`config.mk`:
```
export PLATFORM = sky130hd
export DESIGN_NAME = pfb_glyph_mem
export DESIGN_NICKNAME = d
export VERILOG_FILES = /design/src/design/pfb_pkg.sv /design/src/design/pfb_glyph_mem.sv
export SDC_FILE = /design/constraint.sdc
export NUM_CORES = 2
export LEC_CHECK = 0
export BUFFER_PORTS_ARGS = -buffer_cell sky130_fd_sc_hd__buf_2
export CAP_MARGIN = 20
export CORE_MARGIN = 3
export CORE_UTILIZATION = 53
export DETAILED_ROUTE_END_ITERATION = 8
export GPL_ROUTABILITY_DRIVEN = 0
export PLACE_DENSITY = 0.68
export SLEW_MARGIN = 20
export SYNTH_ARGS = -nofsm -noshare
export SYNTH_HDL_FRONTEND = slang
export SYNTH_SLANG_ARGS = --single-unit
```
`constraint.sdc`:
```
create_clock -name clk -period 3.1 [get_ports clk]
set_input_delay 0.155 -clock clk [delete_from_list [all_inputs] [get_ports clk]]
set_output_delay 0.155 -clock clk [all_outputs]
set_load 0.01 [all_outputs]
```
`src/design/pfb_pkg.sv`:
```
// ----------------------------------------------------------------------------
// Page framebuffer package
// Geometry constants, item kinds and memory port bundles shared by the block.
// ----------------------------------------------------------------------------
package pfb_pkg;

  localparam int WIDTH       = 128;
  localparam int HEIGHT      = 64;
  localparam int GLYPH_BYTES = 256;

  localparam int PAGES       = (HEIGHT + 7) / 8;
  localparam int FRAME_BYTES = WIDTH * PAGES;

  localparam int FA_W = $clog2(FRAME_BYTES);
  localparam int GA_W = $clog2(GLYPH_BYTES);
  localparam int PG_W = (PAGES > 1) ? $clog2(PAGES) : 1;

  // Clipped column ends reach 128 and row ends 64, sums of two 8-bit fields reach 510.
  localparam int END_W = 9;
  // Glyph row base: 5-bit row-of-bytes index times 8-bit stride.
  localparam int GB_W  = 13;
  // Glyph index: base plus 8-bit column offset.
  localparam int GI_W  = 14;

  typedef enum logic [2:0] {
    K_SET    = 3'd0,
    K_CLR    = 3'd1,
    K_INV    = 3'd2,
    K_ZERO   = 3'd3,
    K_GLYPH  = 3'd4,
    K_LOAD   = 3'd5,
    K_CLRALL = 3'd6,
    K_READ   = 3'd7
  } kind_t;

  typedef struct packed {
    logic            we;
    logic [FA_W-1:0] waddr;
    logic [7:0]      wdata;
    logic [FA_W-1:0] raddr;
  } fr_req_t;

  typedef struct packed {
    logic            we;
    logic [GA_W-1:0] addr;
    logic [7:0]      data;
  } gl_wr_t;

  typedef struct packed {
    logic [GA_W-1:0] addr_lo;
    logic [GA_W-1:0] addr_hi;
  } gl_rd_t;

  typedef struct packed {
    logic       valid;
    logic [7:0] data;
  } res_t;

endpackage

```
`src/design/pfb_glyph_mem.sv`:
```
// ----------------------------------------------------------------------------
// Page framebuffer glyph memory
// One write port and two registered read ports for the straddling glyph rows.
// ----------------------------------------------------------------------------
module pfb_glyph_mem (
  input  logic            clk,
  input  pfb_pkg::gl_wr_t wr,
  input  pfb_pkg::gl_rd_t rd,
  output logic [7:0]      rdata_lo,
  output logic [7:0]      rdata_hi
);
  import pfb_pkg::*;

  logic [7:0] mem [GLYPH_BYTES];

  always_ff @(posedge clk) begin
    if (wr.we) begin
      mem[wr.addr] <= wr.data;
    end
    rdata_lo <= mem[rd.addr_lo];
    rdata_hi <= mem[rd.addr_hi];
  end

endmodule

```
==> impl_metrics.ini <==
[outcome]
status = complete, no violations

[final_layout]
nets = 5561
fin_area_um2 = 111700
fillers = 12580
final_layout_size_suffix_gt1_share_pct = 39.73
area_growth_pct = 15.19

[drt]
ant_nets = 0
wl_um = 305400
vias_per_cell = 7.139
drc = 0
firstDrtPassIters = 6
vias = 57690
drtIter0Drc = 8936
wire_per_inst_um = 37.79

[global_routing]
grt.total_usage_pct = 32.89
grt_max_degree = 122
grt_overflow_total = 0
grt_pass1_vias = 57410
grt_pass1_wl_um = 432600
antenna_found_initial = 17

[yosys]
synth_compound_area_share_pct = 3.539
synth_edf_count = 2048
ys_seq_elements = 2064
syn_nets = 4881
yosysSeqAreaShare_pct = 63.75
yosysWarnings = 0
synthFlopType = edfxtp_1
synth_area_per_cell_um2 = 20.01
synthCells = 4847
synth.area.mux_share_pct = 27.29
synth_top_family_by_area = multiplexers
synth.cell_area_um2 = 96970
synth_simple_gate_area_share_pct = 2.695
synth_cell_type_count = 65
synthXorXnorAreaFrac_pct = 0
async_flop_share_pct = 0
synthAdderAreaFrac_pct = 0

[clock_network]
path_clk_slew_ns = 0.06
clockRootBuffer = clkbuf_16
cts_buffers = 210
cts_sinks = 2064
tritoncts = built
clockBufferDepth = 3
htree_levels = 4
insertion_delay_ns = 0.87

[worst_setup_path]
startpoint_type = register
arrival_ns = 3.69
end_kind = register
crit_fanout = 2
rr_worst_depth = 8
worst-setup-path-type = register to register
cp.required_ns = 3.82

[floorplan]
row_count = 156
ios = 50
start_util_pct = 53.48
die_x_um = 433.7
coreArea_um2 = 181300
dieArea_um2 = 188100
die_height_um = 433.7

[sta]
max_freq_mhz = 337.7
min_period_ns = 2.961
slew_headroom_pct = 25.84
finalCritPeriodShare_pct = 95.53
rsz0062_at_grt = no
maxSlewViolCount = 0
finalClockSkew_ns = 0.03653
hold_viol = 0
tightest_slew_ns = 1.112
finalSetupViolCount = 0
whs_ns = 0.009384

[hold_path]
hp-class = input port to register
whs_path_depth = 1

[power_and_ir_drop]
p_leak_nw = 36.44
vdd_drop_max_mv = 0.6247
power_density_nw_per_um2 = 550.7

[placed_design]
io_buffers = 49
dp_hpwl_um = 208100
place_area_um2 = 104900

[flow_run]
drv_cap = 0
-- worst max-delay path, cell delays in order, from the launching register on --
cell	delay [ns]
edfxtp_1	0.38
mux4_2	0.51
mux4_2	0.54
a22oi_1	0.21
buf_4	0.17
nand3_1	0.31
o21ai_0	0.38
buf_4	0.27
a211oi_1	0.05
-- final cells by class --
| cell class | instances | area, um^2 | share of cell area [%] |
|---|---|---|---|
| well taps | 2370 | 2965 | 2.655 |
| multi-input cells | 2382 | 32510 | 29.10 |
| repair buffers | 863 | 7704 | 6.896 |
| clock buffers | 258 | 5497 | 4.920 |
| flip-flops and latches | 2064 | 61820 | 55.34 |
| clock inverters | 133 | 1175 | 1.052 |
| diodes | 5 | 12.51 | 0.01120 |
| inverters | 6 | 26.28 | 0.02352 |
-- final timing paths --
kind,start,endpoint,slack (ns)
max,mem[23][3],rdata_lo[3],0.14
min,wr[1],mem[231][1],0.009
max reg2reg,mem[23][3],rdata_lo[3],0.14
min reg2reg,mem[190][6],rdata_lo[6],1.10
-- placed cells by master (no fill, tap or decap), types with 12 or more instances in the layout --
master,instances
nor2b_1,27
clkbuf_8,13
clkbuf_1,43
clkbuf_16,211
o211ai_1,13
mux2_2,38
edfxtp_1,2048
a221oi_1,32
nor3_1,21
dfxtp_1,16
nand4_1,13
buf_12,95
buf_4,712
clkinv_1,45
a22oi_1,62
and2_1,12
nand2_1,114
a22o_1,22
o21ai_0,34
mux4_2,1051
buf_2,32
o221ai_1,65
nor2_1,298
a211oi_1,28
a21oi_1,79
clkinv_2,47
mux2i_1,236
o22ai_1,48
nand3_1,52
bufinv_16,14
-- what timing repair did --
item | in CTS | in global routing
buffers inserted | 0 | 0
hold buffers | 9 | 0
gates resized for setup | 0 | 0
hold endpoints to repair | 284 | 0
-- cells in the mapped netlist (all sizes together), types with 3 or more instances --
cell type | count | share of area, %
o211a | 3 | 0.031
and3 | 5 | 0.032
a22oi | 62 | 0.48
o221ai | 67 | 0.62
a211o | 6 | 0.054
nor3b | 7 | 0.054
o21bai | 5 | 0.039
clkbuf | 137 | 0.53
nand3b | 6 | 0.046
nor3 | 21 | 0.11
a2111oi | 3 | 0.027
edfxtp | 2048 | 63
a221oi | 37 | 0.37
o32ai | 3 | 0.027
a22o | 22 | 0.20
nor2 | 299 | 1.2
o211ai | 13 | 0.10
o31ai | 11 | 0.085
mux2 | 38 | 0.44
clkinv | 4 | 0.015
o21ai | 37 | 0.19
a211oi | 28 | 0.22
nand3 | 52 | 0.27
or2 | 6 | 0.039
and3b | 5 | 0.045
a221o | 10 | 0.10
a31oi | 4 | 0.026
nor4 | 7 | 0.045
nand2b | 11 | 0.071
o2111ai | 4 | 0.036
mux4 | 1051 | 24
and2 | 12 | 0.077
mux2i | 236 | 2.4
o22ai | 48 | 0.31
a2bb2oi | 9 | 0.081
buf | 258 | 2.2
dfxtp | 16 | 0.33
nand4 | 13 | 0.084
a32o | 4 | 0.041
nand2 | 114 | 0.44
a21oi | 79 | 0.41
nor2b | 27 | 0.17
-- power breakdown --
group / total (W) / internal, W / leakage, nW / switching [W]
clock: 0.0248 / 0.0138 / 3.26 / 0.0110
combinational: 0.00580 / 0.00244 / 14.6 / 0.00337
sequential: 0.0309 / 0.0308 / 18.5 / 0.000118
-- cells by family after synthesis --
logic type | Yosys count
compound gates | 466
buf+inv | 401
flops | 2064
simple gates | 591
mux | 1325
-- state kept, by name, indices dropped and copies added, names as in the netlist --
register / flops
mem: 2048
rdata_lo: 8
rdata_hi: 8
-- per-stage QoR --
| step | cells | total power, W | worst slack [ns] | util, % | setup TNS, ns |
|---|---|---|---|---|---|
| 6_report | 8081 | 0.06151 | 0.1386 | 61.60 | 0 |
| 5_1_grt | 8079 | 0.06298 | 0.1116 | 61.60 | 0 |
| 4_1_cts | 8076 | 0.06162 | 0.3597 | 61.60 | 0 |
| 3_5_place_dp | 7676 | 0.03715 | -0.5331 | 57.87 | -2.332 |
| 3_3_place_gp | 7675 | 0.03711 | -0.5834 | 57.86 | -2.681 |
| 2_1_floorplan | 4847 | 0.03446 | 0.9044 | - | 0 |
-- per-layer routing --
layer  global-route usage, %  wire (um)  up-vias
li1                        -          -    22450
met5                       0         47        -
met3                   8.864      39030      764
met1                   45.10     108400    30350
met2                   49.59     140400     4118
met4                   15.58      17470        6
(Power assumes the default switching activity.)
