File: config.mk
export PLATFORM = sky130hd
export DESIGN_NAME = pfb_walker_flat
export DESIGN_NICKNAME = d
export VERILOG_FILES = /design/src/design/pfb_pkg.sv /design/src/design/pfb_stream_if.sv /design/src/design/pfb_walker.sv /design/src/flat_wrapper.sv
export SDC_FILE = /design/constraint.sdc
export NUM_CORES = 1
export LEC_CHECK = 0
export BUFFER_PORTS_ARGS = -buffer_cell sky130_fd_sc_hd__buf_2
export CELL_PAD_IN_SITES_DETAIL_PLACEMENT = 2
export CELL_PAD_IN_SITES_GLOBAL_PLACEMENT = 2
export CORE_MARGIN = 5
export CORE_UTILIZATION = 37
export DETAILED_ROUTE_END_ITERATION = 8
export PLACE_DENSITY = 0.89
export SKIP_CTS_REPAIR_TIMING = 1
export SKIP_LAST_GASP = 1
export SYNTH_ARGS = -nofsm -noshare
export SYNTH_HDL_FRONTEND = slang
export SYNTH_SLANG_ARGS = --single-unit
File: constraint.sdc
create_clock -name clk -period 8.8 [get_ports clk]
set_input_delay 0.88 -clock clk [delete_from_list [all_inputs] [get_ports clk]]
set_output_delay 0.88 -clock clk [all_outputs]
set_load 0.03 [all_outputs]
File: src/design/pfb_pkg.sv
// ----------------------------------------------------------------------------
// Page framebuffer package
// Geometry constants, item kinds and memory port bundles shared by the block.
// ----------------------------------------------------------------------------
package pfb_pkg;

  localparam int WIDTH       = 128;
  localparam int HEIGHT      = 64;
  localparam int GLYPH_BYTES = 256;

  localparam int PAGES       = (HEIGHT + 7) / 8;
  localparam int FRAME_BYTES = WIDTH * PAGES;

  localparam int FA_W = $clog2(FRAME_BYTES);
  localparam int GA_W = $clog2(GLYPH_BYTES);
  localparam int PG_W = (PAGES > 1) ? $clog2(PAGES) : 1;

  // Clipped column ends reach 128 and row ends 64, sums of two 8-bit fields reach 510.
  localparam int END_W = 9;
  // Glyph row base: 5-bit row-of-bytes index times 8-bit stride.
  localparam int GB_W  = 13;
  // Glyph index: base plus 8-bit column offset.
  localparam int GI_W  = 14;

  typedef enum logic [2:0] {
    K_SET    = 3'd0,
    K_CLR    = 3'd1,
    K_INV    = 3'd2,
    K_ZERO   = 3'd3,
    K_GLYPH  = 3'd4,
    K_LOAD   = 3'd5,
    K_CLRALL = 3'd6,
    K_READ   = 3'd7
  } kind_t;

  typedef struct packed {
    logic            we;
    logic [FA_W-1:0] waddr;
    logic [7:0]      wdata;
    logic [FA_W-1:0] raddr;
  } fr_req_t;

  typedef struct packed {
    logic            we;
    logic [GA_W-1:0] addr;
    logic [7:0]      data;
  } gl_wr_t;

  typedef struct packed {
    logic [GA_W-1:0] addr_lo;
    logic [GA_W-1:0] addr_hi;
  } gl_rd_t;

  typedef struct packed {
    logic       valid;
    logic [7:0] data;
  } res_t;

endpackage

File: src/design/pfb_stream_if.sv
// ----------------------------------------------------------------------------
// Page framebuffer stream interfaces
// Valid/ready channels for command items and result items.
// ----------------------------------------------------------------------------
interface pfb_in_if;
  import pfb_pkg::*;

  logic       valid;
  logic       ready;
  kind_t      kind;
  logic [7:0] x;
  logic [7:0] y;
  logic [7:0] width;
  logic [7:0] height;
  logic [9:0] index;
  logic [7:0] value;

  modport source (output valid, kind, x, y, width, height, index, value, input ready);
  modport sink   (input valid, kind, x, y, width, height, index, value, output ready);
  modport mon    (input valid, ready, kind, x, y, width, height, index, value);
endinterface


File: src/design/pfb_walker.sv
// ----------------------------------------------------------------------------
// Page framebuffer region walker
// Sequencer that decodes items, sweeps clipped rectangles page by page with a
// read-modify-write pipeline, runs clearing passes and serves byte reads.
// ----------------------------------------------------------------------------
module pfb_walker (
  input  logic             clk,
  input  logic             rst_n,
  pfb_in_if.sink           in_ch,
  output pfb_pkg::fr_req_t fr_req,
  input  logic [7:0]       fr_rdata,
  output pfb_pkg::gl_wr_t  gl_wr,
  output pfb_pkg::gl_rd_t  gl_rd,
  input  logic [7:0]       gl_rdata_lo,
  input  logic [7:0]       gl_rdata_hi,
  output pfb_pkg::res_t    res,
  input  logic             slot_free
);
  import pfb_pkg::*;

  typedef enum logic [5:0] {
    S_CLEAR  = 6'b000001,
    S_IDLE   = 6'b000010,
    S_PSETUP = 6'b000100,
    S_WALK   = 6'b001000,
    S_RDATA  = 6'b010000,
    S_DONE   = 6'b100000
  } state_t;

  state_t            state_r, state_nxt;
  kind_t             kind_r, kind_nxt;
  logic [7:0]        x_r, x_nxt;
  logic [7:0]        y_r, y_nxt;
  logic [7:0]        w_r, w_nxt;
  logic [END_W-1:0]  xe_r, xe_nxt;
  logic [END_W-1:0]  ye_r, ye_nxt;
  logic [PG_W-1:0]   page_r, page_nxt;
  logic [PG_W-1:0]   last_page_r, last_page_nxt;
  logic [7:0]        col_r, col_nxt;
  logic [7:0]        off_r, off_nxt;
  logic [7:0]        mask_r, mask_nxt;
  logic [GB_W-1:0]   gbase_lo_r, gbase_lo_nxt;
  logic [GB_W-1:0]   gbase_hi_r, gbase_hi_nxt;
  logic [FA_W-1:0]   pbase_r, pbase_nxt;
  logic [FA_W-1:0]   clr_cnt_r, clr_cnt_nxt;
  logic              clr_cmd_r, clr_cmd_nxt;
  logic              rd_ok_r, rd_ok_nxt;
  logic [7:0]        res_r, res_nxt;
  logic              s2_valid_r, s2_valid_nxt;
  logic [FA_W-1:0]   s2_addr_r, s2_addr_nxt;
  logic              s2_gv_lo_r, s2_gv_lo_nxt;
  logic              s2_gv_hi_r, s2_gv_hi_nxt;

  logic              in_acc;
  logic [END_W-1:0]  xsum, ysum, xe_c, ye_c;
  logic              empty_c;
  logic [END_W-1:0]  ps, pe, lo, hi, yl, dlo, dhi, row;
  logic [4:0]        klo, khi;
  logic [7:0]        mask_c;
  logic [FA_W-1:0]   walk_raddr;
  logic [GI_W-1:0]   g_lo, g_hi;
  logic              gv_lo, gv_hi, last_col;
  logic [7:0]        glyph_or, new_byte;

  assign in_ch.ready = (state_r == S_IDLE);
  assign in_acc      = in_ch.valid && in_ch.ready;

  // Clip the rectangle at accept time.
  always_comb begin
    xsum    = END_W'(in_ch.x) + END_W'(in_ch.width);
    ysum    = END_W'(in_ch.y) + END_W'(in_ch.height);
    xe_c    = (xsum > END_W'(WIDTH)) ? END_W'(WIDTH) : xsum;
    ye_c    = (ysum > END_W'(HEIGHT)) ? END_W'(HEIGHT) : ysum;
    empty_c = (END_W'(in_ch.x) >= xe_c) || (END_W'(in_ch.y) >= ye_c);
  end

  // Per-page setup: covered row mask and the glyph row bases of the first
  // and last covered row in this page (a page straddles at most two).
  always_comb begin
    ps  = END_W'({page_r, 3'b000});
    pe  = ps + END_W'(7);
    yl  = ye_r - END_W'(1);
    lo  = (ps > END_W'(y_r)) ? ps : END_W'(y_r);
    hi  = (pe < yl) ? pe : yl;
    dlo = lo - END_W'(y_r);
    dhi = hi - END_W'(y_r);
    klo = dlo[7:3];
    khi = dhi[7:3];
    row = '0;
    for (int b = 0; b < 8; b++) begin
      row       = ps + END_W'(b);
      mask_c[b] = (row >= END_W'(y_r)) && (row < ye_r);
    end
  end

  // Column step: frame address and glyph indices for the current byte.
  always_comb begin
    walk_raddr = pbase_r + FA_W'(col_r);
    g_lo       = GI_W'(gbase_lo_r) + GI_W'(off_r);
    g_hi       = GI_W'(gbase_hi_r) + GI_W'(off_r);
    gv_lo      = g_lo < GI_W'(GLYPH_BYTES);
    gv_hi      = g_hi < GI_W'(GLYPH_BYTES);
    last_col   = (END_W'(col_r) + END_W'(1)) == xe_r;
  end

  assign gl_rd.addr_lo = g_lo[GA_W-1:0];
  assign gl_rd.addr_hi = g_hi[GA_W-1:0];

  // Modify stage: frame and glyph bytes arrive in the cycle after the read.
  always_comb begin
    glyph_or = (s2_gv_lo_r ? gl_rdata_lo : 8'd0) | (s2_gv_hi_r ? gl_rdata_hi : 8'd0);
    case (kind_r)
      K_SET:   new_byte = fr_rdata | mask_r;
      K_CLR:   new_byte = fr_rdata & ~mask_r;
      K_INV:   new_byte = fr_rdata ^ mask_r;
      K_ZERO:  new_byte = 8'd0;
      K_GLYPH: new_byte = fr_rdata | glyph_or;
      default: new_byte = fr_rdata;
    endcase
  end

  // Addresses within one sweep are all distinct and the last write lands
  // before the next item is taken, so no forwarding path is needed.
  always_comb begin
    fr_req.we    = (state_r == S_CLEAR) ? 1'b1 : s2_valid_r;
    fr_req.waddr = (state_r == S_CLEAR) ? clr_cnt_r : s2_addr_r;
    fr_req.wdata = (state_r == S_CLEAR) ? 8'd0 : new_byte;
    fr_req.raddr = (state_r == S_IDLE) ? FA_W'(in_ch.index) : walk_raddr;
  end

  always_comb begin
    gl_wr.we   = in_acc && (in_ch.kind == K_LOAD) && (int'(in_ch.index) < GLYPH_BYTES);
    gl_wr.addr = GA_W'(in_ch.index);
    gl_wr.data = in_ch.value;
  end

  assign res.valid = (state_r == S_DONE);
  assign res.data  = res_r;

  always_comb begin
    state_nxt     = state_r;
    kind_nxt      = kind_r;
    x_nxt         = x_r;
    y_nxt         = y_r;
    w_nxt         = w_r;
    xe_nxt        = xe_r;
    ye_nxt        = ye_r;
    page_nxt      = page_r;
    last_page_nxt = last_page_r;
    col_nxt       = col_r;
    off_nxt       = off_r;
    mask_nxt      = mask_r;
    gbase_lo_nxt  = gbase_lo_r;
    gbase_hi_nxt  = gbase_hi_r;
    pbase_nxt     = pbase_r;
    clr_cnt_nxt   = clr_cnt_r;
    clr_cmd_nxt   = clr_cmd_r;
    rd_ok_nxt     = rd_ok_r;
    res_nxt       = res_r;
    s2_valid_nxt  = (state_r == S_WALK);
    s2_addr_nxt   = walk_raddr;
    s2_gv_lo_nxt  = gv_lo;
    s2_gv_hi_nxt  = gv_hi;

    case (state_r)
      S_CLEAR: begin
        clr_cnt_nxt = clr_cnt_r + FA_W'(1);
        if (clr_cnt_r == FA_W'(FRAME_BYTES - 1)) begin
          state_nxt = clr_cmd_r ? S_DONE : S_IDLE;
        end
      end
      S_IDLE: begin
        if (in_acc) begin
          kind_nxt = in_ch.kind;
          res_nxt  = 8'd0;
          case (in_ch.kind)
            K_SET, K_CLR, K_INV, K_ZERO, K_GLYPH: begin
              x_nxt         = in_ch.x;
              y_nxt         = in_ch.y;
              w_nxt         = in_ch.width;
              xe_nxt        = xe_c;
              ye_nxt        = ye_c;
              page_nxt      = PG_W'(in_ch.y >> 3);
              last_page_nxt = PG_W'((ye_c - END_W'(1)) >> 3);
              col_nxt       = in_ch.x;
              off_nxt       = 8'd0;
              state_nxt     = empty_c ? S_DONE : S_PSETUP;
            end
            K_CLRALL: begin
              clr_cnt_nxt = '0;
              clr_cmd_nxt = 1'b1;
              state_nxt   = S_CLEAR;
            end
            K_READ: begin
              rd_ok_nxt = int'(in_ch.index) < FRAME_BYTES;
              state_nxt = S_RDATA;
            end
            default: begin
              state_nxt = S_DONE;
            end
          endcase
        end
      end
      S_PSETUP: begin
        mask_nxt     = mask_c;
        gbase_lo_nxt = GB_W'(klo) * GB_W'(w_r);
        gbase_hi_nxt = GB_W'(khi) * GB_W'(w_r);
        pbase_nxt    = FA_W'(int'(page_r) * WIDTH);
        state_nxt    = S_WALK;
      end
      S_WALK: begin
        col_nxt = col_r + 8'd1;
        off_nxt = off_r + 8'd1;
        if (last_col) begin
          col_nxt = x_r;
          off_nxt = 8'd0;
          if (page_r == last_page_r) begin
            state_nxt = S_DONE;
          end else begin
            page_nxt  = page_r + PG_W'(1);
            state_nxt = S_PSETUP;
          end
        end
      end
      S_RDATA: begin
        res_nxt   = rd_ok_r ? fr_rdata : 8'd0;
        state_nxt = S_DONE;
      end
      S_DONE: begin
        if (slot_free) begin
          state_nxt = S_IDLE;
        end
      end
      default: begin
        state_nxt = S_IDLE;
      end
    endcase
  end

  always_ff @(posedge clk) begin
    if (!rst_n) begin
      state_r    <= S_CLEAR;
      clr_cnt_r  <= '0;
      clr_cmd_r  <= 1'b0;
      s2_valid_r <= 1'b0;
    end else begin
      state_r    <= state_nxt;
      clr_cnt_r  <= clr_cnt_nxt;
      clr_cmd_r  <= clr_cmd_nxt;
      s2_valid_r <= s2_valid_nxt;
    end
  end

  always_ff @(posedge clk) begin
    kind_r      <= kind_nxt;
    x_r         <= x_nxt;
    y_r         <= y_nxt;
    w_r         <= w_nxt;
    xe_r        <= xe_nxt;
    ye_r        <= ye_nxt;
    page_r      <= page_nxt;
    last_page_r <= last_page_nxt;
    col_r       <= col_nxt;
    off_r       <= off_nxt;
    mask_r      <= mask_nxt;
    gbase_lo_r  <= gbase_lo_nxt;
    gbase_hi_r  <= gbase_hi_nxt;
    pbase_r     <= pbase_nxt;
    rd_ok_r     <= rd_ok_nxt;
    res_r       <= res_nxt;
    s2_addr_r   <= s2_addr_nxt;
    s2_gv_lo_r  <= s2_gv_lo_nxt;
    s2_gv_hi_r  <= s2_gv_hi_nxt;
  end

endmodule

File: src/flat_wrapper.sv
// flat-port wrapper written by rule: the top's interface ports become plain ports
module pfb_walker_flat import pfb_pkg::*;
  (clk, rst_n, fr_req, fr_rdata, gl_wr, gl_rd, gl_rdata_lo, gl_rdata_hi, res, slot_free, in_ch_valid, in_ch_kind, in_ch_x, in_ch_y, in_ch_width, in_ch_height, in_ch_index, in_ch_value, in_ch_ready);
  pfb_in_if in_ch_i ();
  input  logic clk;
  input  logic rst_n;
  output pfb_pkg::fr_req_t fr_req;
  input  logic [7:0] fr_rdata;
  output pfb_pkg::gl_wr_t gl_wr;
  output pfb_pkg::gl_rd_t gl_rd;
  input  logic [7:0] gl_rdata_lo;
  input  logic [7:0] gl_rdata_hi;
  output pfb_pkg::res_t res;
  input  logic slot_free;
  input wire logic [$bits(in_ch_i.valid)-1:0] in_ch_valid;
  input wire logic [$bits(in_ch_i.kind)-1:0] in_ch_kind;
  input wire logic [$bits(in_ch_i.x)-1:0] in_ch_x;
  input wire logic [$bits(in_ch_i.y)-1:0] in_ch_y;
  input wire logic [$bits(in_ch_i.width)-1:0] in_ch_width;
  input wire logic [$bits(in_ch_i.height)-1:0] in_ch_height;
  input wire logic [$bits(in_ch_i.index)-1:0] in_ch_index;
  input wire logic [$bits(in_ch_i.value)-1:0] in_ch_value;
  output wire logic [$bits(in_ch_i.ready)-1:0] in_ch_ready;
  assign in_ch_i.valid = in_ch_valid;
  assign in_ch_i.kind = in_ch_kind;
  assign in_ch_i.x = in_ch_x;
  assign in_ch_i.y = in_ch_y;
  assign in_ch_i.width = in_ch_width;
  assign in_ch_i.height = in_ch_height;
  assign in_ch_i.index = in_ch_index;
  assign in_ch_i.value = in_ch_value;
  assign in_ch_ready = in_ch_i.ready;
  pfb_walker u_core (.clk(clk), .rst_n(rst_n), .in_ch(in_ch_i), .fr_req(fr_req), .fr_rdata(fr_rdata), .gl_wr(gl_wr), .gl_rd(gl_rd), .gl_rdata_lo(gl_rdata_lo), .gl_rdata_hi(gl_rdata_hi), .res(res), .slot_free(slot_free));
endmodule
==> results by group <==
Global route
  • Initial antenna violation count: 0
  • First-pass GRT wire length: 64,000 µm
  • Congestion Overflow GR: 0
  • Largest net degree at the start of global routing: 46
  • Total track usage: 23.7%
  • Vias in the first global route: 11,200

STA
  • Slew at the pin with the worst max-slew slack: 1170 ps
  • Fmax: 0.123 GHz
  • Tcrit/Tclk final: 92.4%
  • Relative slew slack: 21.9%
  • Final Hold Vio Count: 0
  • Fin Setup TNS: 0 ps
  • Final setup skew: 15.2 ps
  • RSZ-0062 raised after global routing: no
  • Final setup fails: 0
  • Slew Viols, Final: 0
  • Min cycle time layout: 8130 ps

Placed design
  • Placed Area: 12,500 µm²
  • Post-DP HPWL: 30,700 µm
  • IO Port Bufs: 136
  • RePlAce Congestion: 0.858

Critical path
  • Crit Reg-Reg Startpoint: u_core.page_r[1]
  • End point of the critical path: u_core.gbase_lo_r[11]
  • Flop-to-flop setup slack: 670 ps
  • Crit path max fanout: 16
  • Worst reg2reg endpoint: u_core.gbase_lo_r[11]
  • Reg2reg path depth: 25
  • CP startpoint kind: flip-flop
  • CP startpoint: u_core.page_r[1]
  • CP endpoint kind: flip-flop
  • WP data required: 8980 ps
  • WS Path Type: flip-flop to flip-flop
  • Crit path DAT: 8320 ps

Route
  • DRT Pass-1 Iters: 5
  • Starting DRT DRC Count: 611
  • WL final: 40,900 µm
  • Vias: 9,811
  • Routed vias/inst: 5.62
  • DRT antenna net count: 0
  • DRC violations left: 0
  • Average wire per standard cell: 23.4 µm

Die
  • DIE AREA: 34,700 µm²
  • Core area: 30,600 µm²
  • Chip height: 186 µm
  • Die width: 186 µm
  • Starting Density: 37.6%
  • Rows: 64
  • Io pins: 153

Clock tree
  • Worst-skew pair later-pin latency: 450 ps
  • Htree depth: 4
  • CTS tree: done
  • Num CTS Buffers: 17
  • Clock Path Buffers: 2
  • Worst-path clk slew: 70 ps
  • CTS sink count: 142
  • Root Buffer: clkbuf_16

Cells and area
  • Area growth, synth to finish: 13.7%
  • Area of the multi-input gates: 6880 µm²
  • Final design utilization: 42.7%
  • Antenna diode count: 0
  • FF/Latch Area: 3960 µm²
  • Share of cells above drive strength 1: 14.4%
  • Final Instance Area: 13,100 µm²
  • Layout Nets: 1,581
  • # fillers: 3,357

Yosys
  • Distinct cells, synth: 76
  • Cells after synthesis: 1,220
  • Post-synth top area share: 29.3%
  • Top cells by area, synth: edfxtp_1, ha_1, fa_1
  • Primary FF master, synth: edfxtp_1
  • Synth Register Bits: 142
  • Post-synth top area cell: edfxtp_1
  • Synth warnings: 0
  • Number of flops mapped to enable cells by yosys: 112
  • Ys async rst share: 0%
  • Mapped Area: 11,500 µm²
  • Mean Syn Cell Area: 9.42 µm²
  • Post-synthesis sequential area ratio: 34.5%

Status
  • Status: completed

Run
  • Max Cap Violations: 0

Power and ir drop
  • Leakage power figure: 5.93 nW
  • Pwr/cell area: 143 nW/µm²
  • VDD IR-drop max: 0.138 mV

Hold path
  • Min-Delay Path Class: flip-flop to flip-flop
==> report_power, final <==
group | switching [W] | internal (W)
registers | 0.0000102 | 0.000734
logic | 0.000246 | 0.000130
clock network | 0.000319 | 0.000434
total | 0.000575 | 0.00130
==> cells by family after synthesis <==
family | Yosys count | synth area share, %
AND/OR/NAND/NOR | 431 | 18.9
AO/OA/AOI/OAI | 232 | 13.1
adder cells (fa/ha/maj) | 162 | 20.3
buffers and inverters | 159 | 5.75
flip-flops | 142 | 34.5
XOR/XNOR | 79 | 6.34
multiplexers | 13 | 1.14
other | 2 | 0.0654
==> worst min path at each step <==
stage | startpoint | endpoint | slack [ps] | cells after the start
detailed placement | u_core.col_r[1] | u_core.s2_addr_r[1] | 470 | 0
global route | u_core.col_r[1] | u_core.s2_addr_r[1] | 520 | 0
finish | u_core.col_r[1] | u_core.s2_addr_r[1] | 510 | 0
global placement | u_core.col_r[1] | u_core.s2_addr_r[1] | 440 | 0
CTS | u_core.col_r[1] | u_core.s2_addr_r[1] | 500 | 0
floorplan | u_core.col_r[4] | u_core.s2_addr_r[4] | 350 | 0
==> metrics by stage <==
stage	std cells	power, W	hold WS [ps]	setup slack (ps)
6_report	1747	0.00187	512	667
3_5_place_dp	1715	0.00113	475	1050
5_1_grt	1747	0.00195	523	313
2_1_floorplan	1223	0.00101	346	2140
3_3_place_gp	1715	0.00109	442	1670
4_1_cts	1747	0.00188	504	777
==> placed cells by master (no fill, tap or decap), drive strengths merged, types with 5 or more instances in the layout <==
cell / count
a211oi: 8
a21o: 19
a21oi: 60
a221oi: 15
a22oi: 9
and2: 54
and3: 10
and4b: 5
buf: 139
clkbuf: 22
conb: 5
dfxtp: 30
edfxtp: 112
fa: 40
ha: 122
inv: 122
mux2i: 12
nand2: 159
nand2b: 22
nand3: 22
nand4: 10
nand4b: 5
nor2: 73
nor2b: 18
nor3: 23
nor3b: 6
o21a: 5
o21ai: 66
o21bai: 7
o22ai: 12
or2: 7
or3: 5
xnor2: 46
xor2: 31
==> flip-flops by register name, indices dropped and copies added (netlist names), 8 cells and up <==
signal	flops
u_core.w_r	8
u_core.xe_r	9
u_core.gbase_hi_r	13
u_core.off_r	8
u_core.mask_r	8
u_core.gbase_lo_r	13
u_core.s2_addr_r	10
u_core.clr_cnt_r	10
u_core.y_r	8
u_core.col_r	8
u_core.x_r	8
u_core.res_r	8
u_core.ye_r	9
==> synthesized netlist by cell type, types with 5 or more instances <==
cell type / count
xnor2_1: 45
o22ai_1: 12
buf_4: 16
nor2b_1: 18
nor2_1: 73
fa_1: 40
ha_1: 122
o21ai_0: 64
nand4_1: 10
or2_2: 7
and4b_1: 5
nor3b_1: 6
a21o_1: 19
o21a_1: 5
or3_1: 5
o21bai_1: 7
edfxtp_1: 112
buf_1: 8
a211oi_1: 8
inv_1: 116
xor2_1: 31
nand2_1: 158
nand3_1: 22
and2_1: 54
dfxtp_1: 30
a22oi_1: 8
nand2b_1: 22
mux2i_1: 12
and3_1: 10
clkbuf_1: 16
a221oi_1: 15
nor3_1: 20
a21oi_1: 57
==> routing by layer <==
| layer | vias up | routed length (µm) | track usage (%) |
|---|---|---|---|
| met5 | - | 0 | 0 |
| met4 | 0 | 1090 | 7.81 |
| met3 | 69 | 1470 | 3.23 |
| met2 | 242 | 21700 | 44.0 |
| met1 | 5020 | 16600 | 28.2 |
| li1 | 4480 | - | - |
==> worst max-delay path, stage by stage, from the launching register on <==
cell      delay (ps)
edfxtp_1         590
ha_1             450
a21oi_1          180
nor2b_1           70
o21ai_1          610
a21oi_1          230
nand2_1          140
o21ai_0          100
ha_1             340
o21ai_0          130
a21boi_0         230
o21a_1           230
nor2_1           780
nand2_1          210
fa_1             570
fa_1             540
fa_1             570
inv_1             50
ha_1             340
a21oi_1          280
o21bai_1         100
a21oi_1          270
o21ai_0          200
a21o_1           240
a21oi_1          280
xnor2_1          130
==> cell type report <==
cell class | count | share of cell area [%]
Inverter | 116 | 3.33
Timing Repair Buffer | 139 | 5.38
Sequential cell | 142 | 30.3
Tap cell | 396 | 3.79
Clock buffer | 22 | 3.80
Multi-Input combinational cell | 922 | 52.6
Clock inverter | 10 | 0.737
Power figures use the tool's default switching activity.
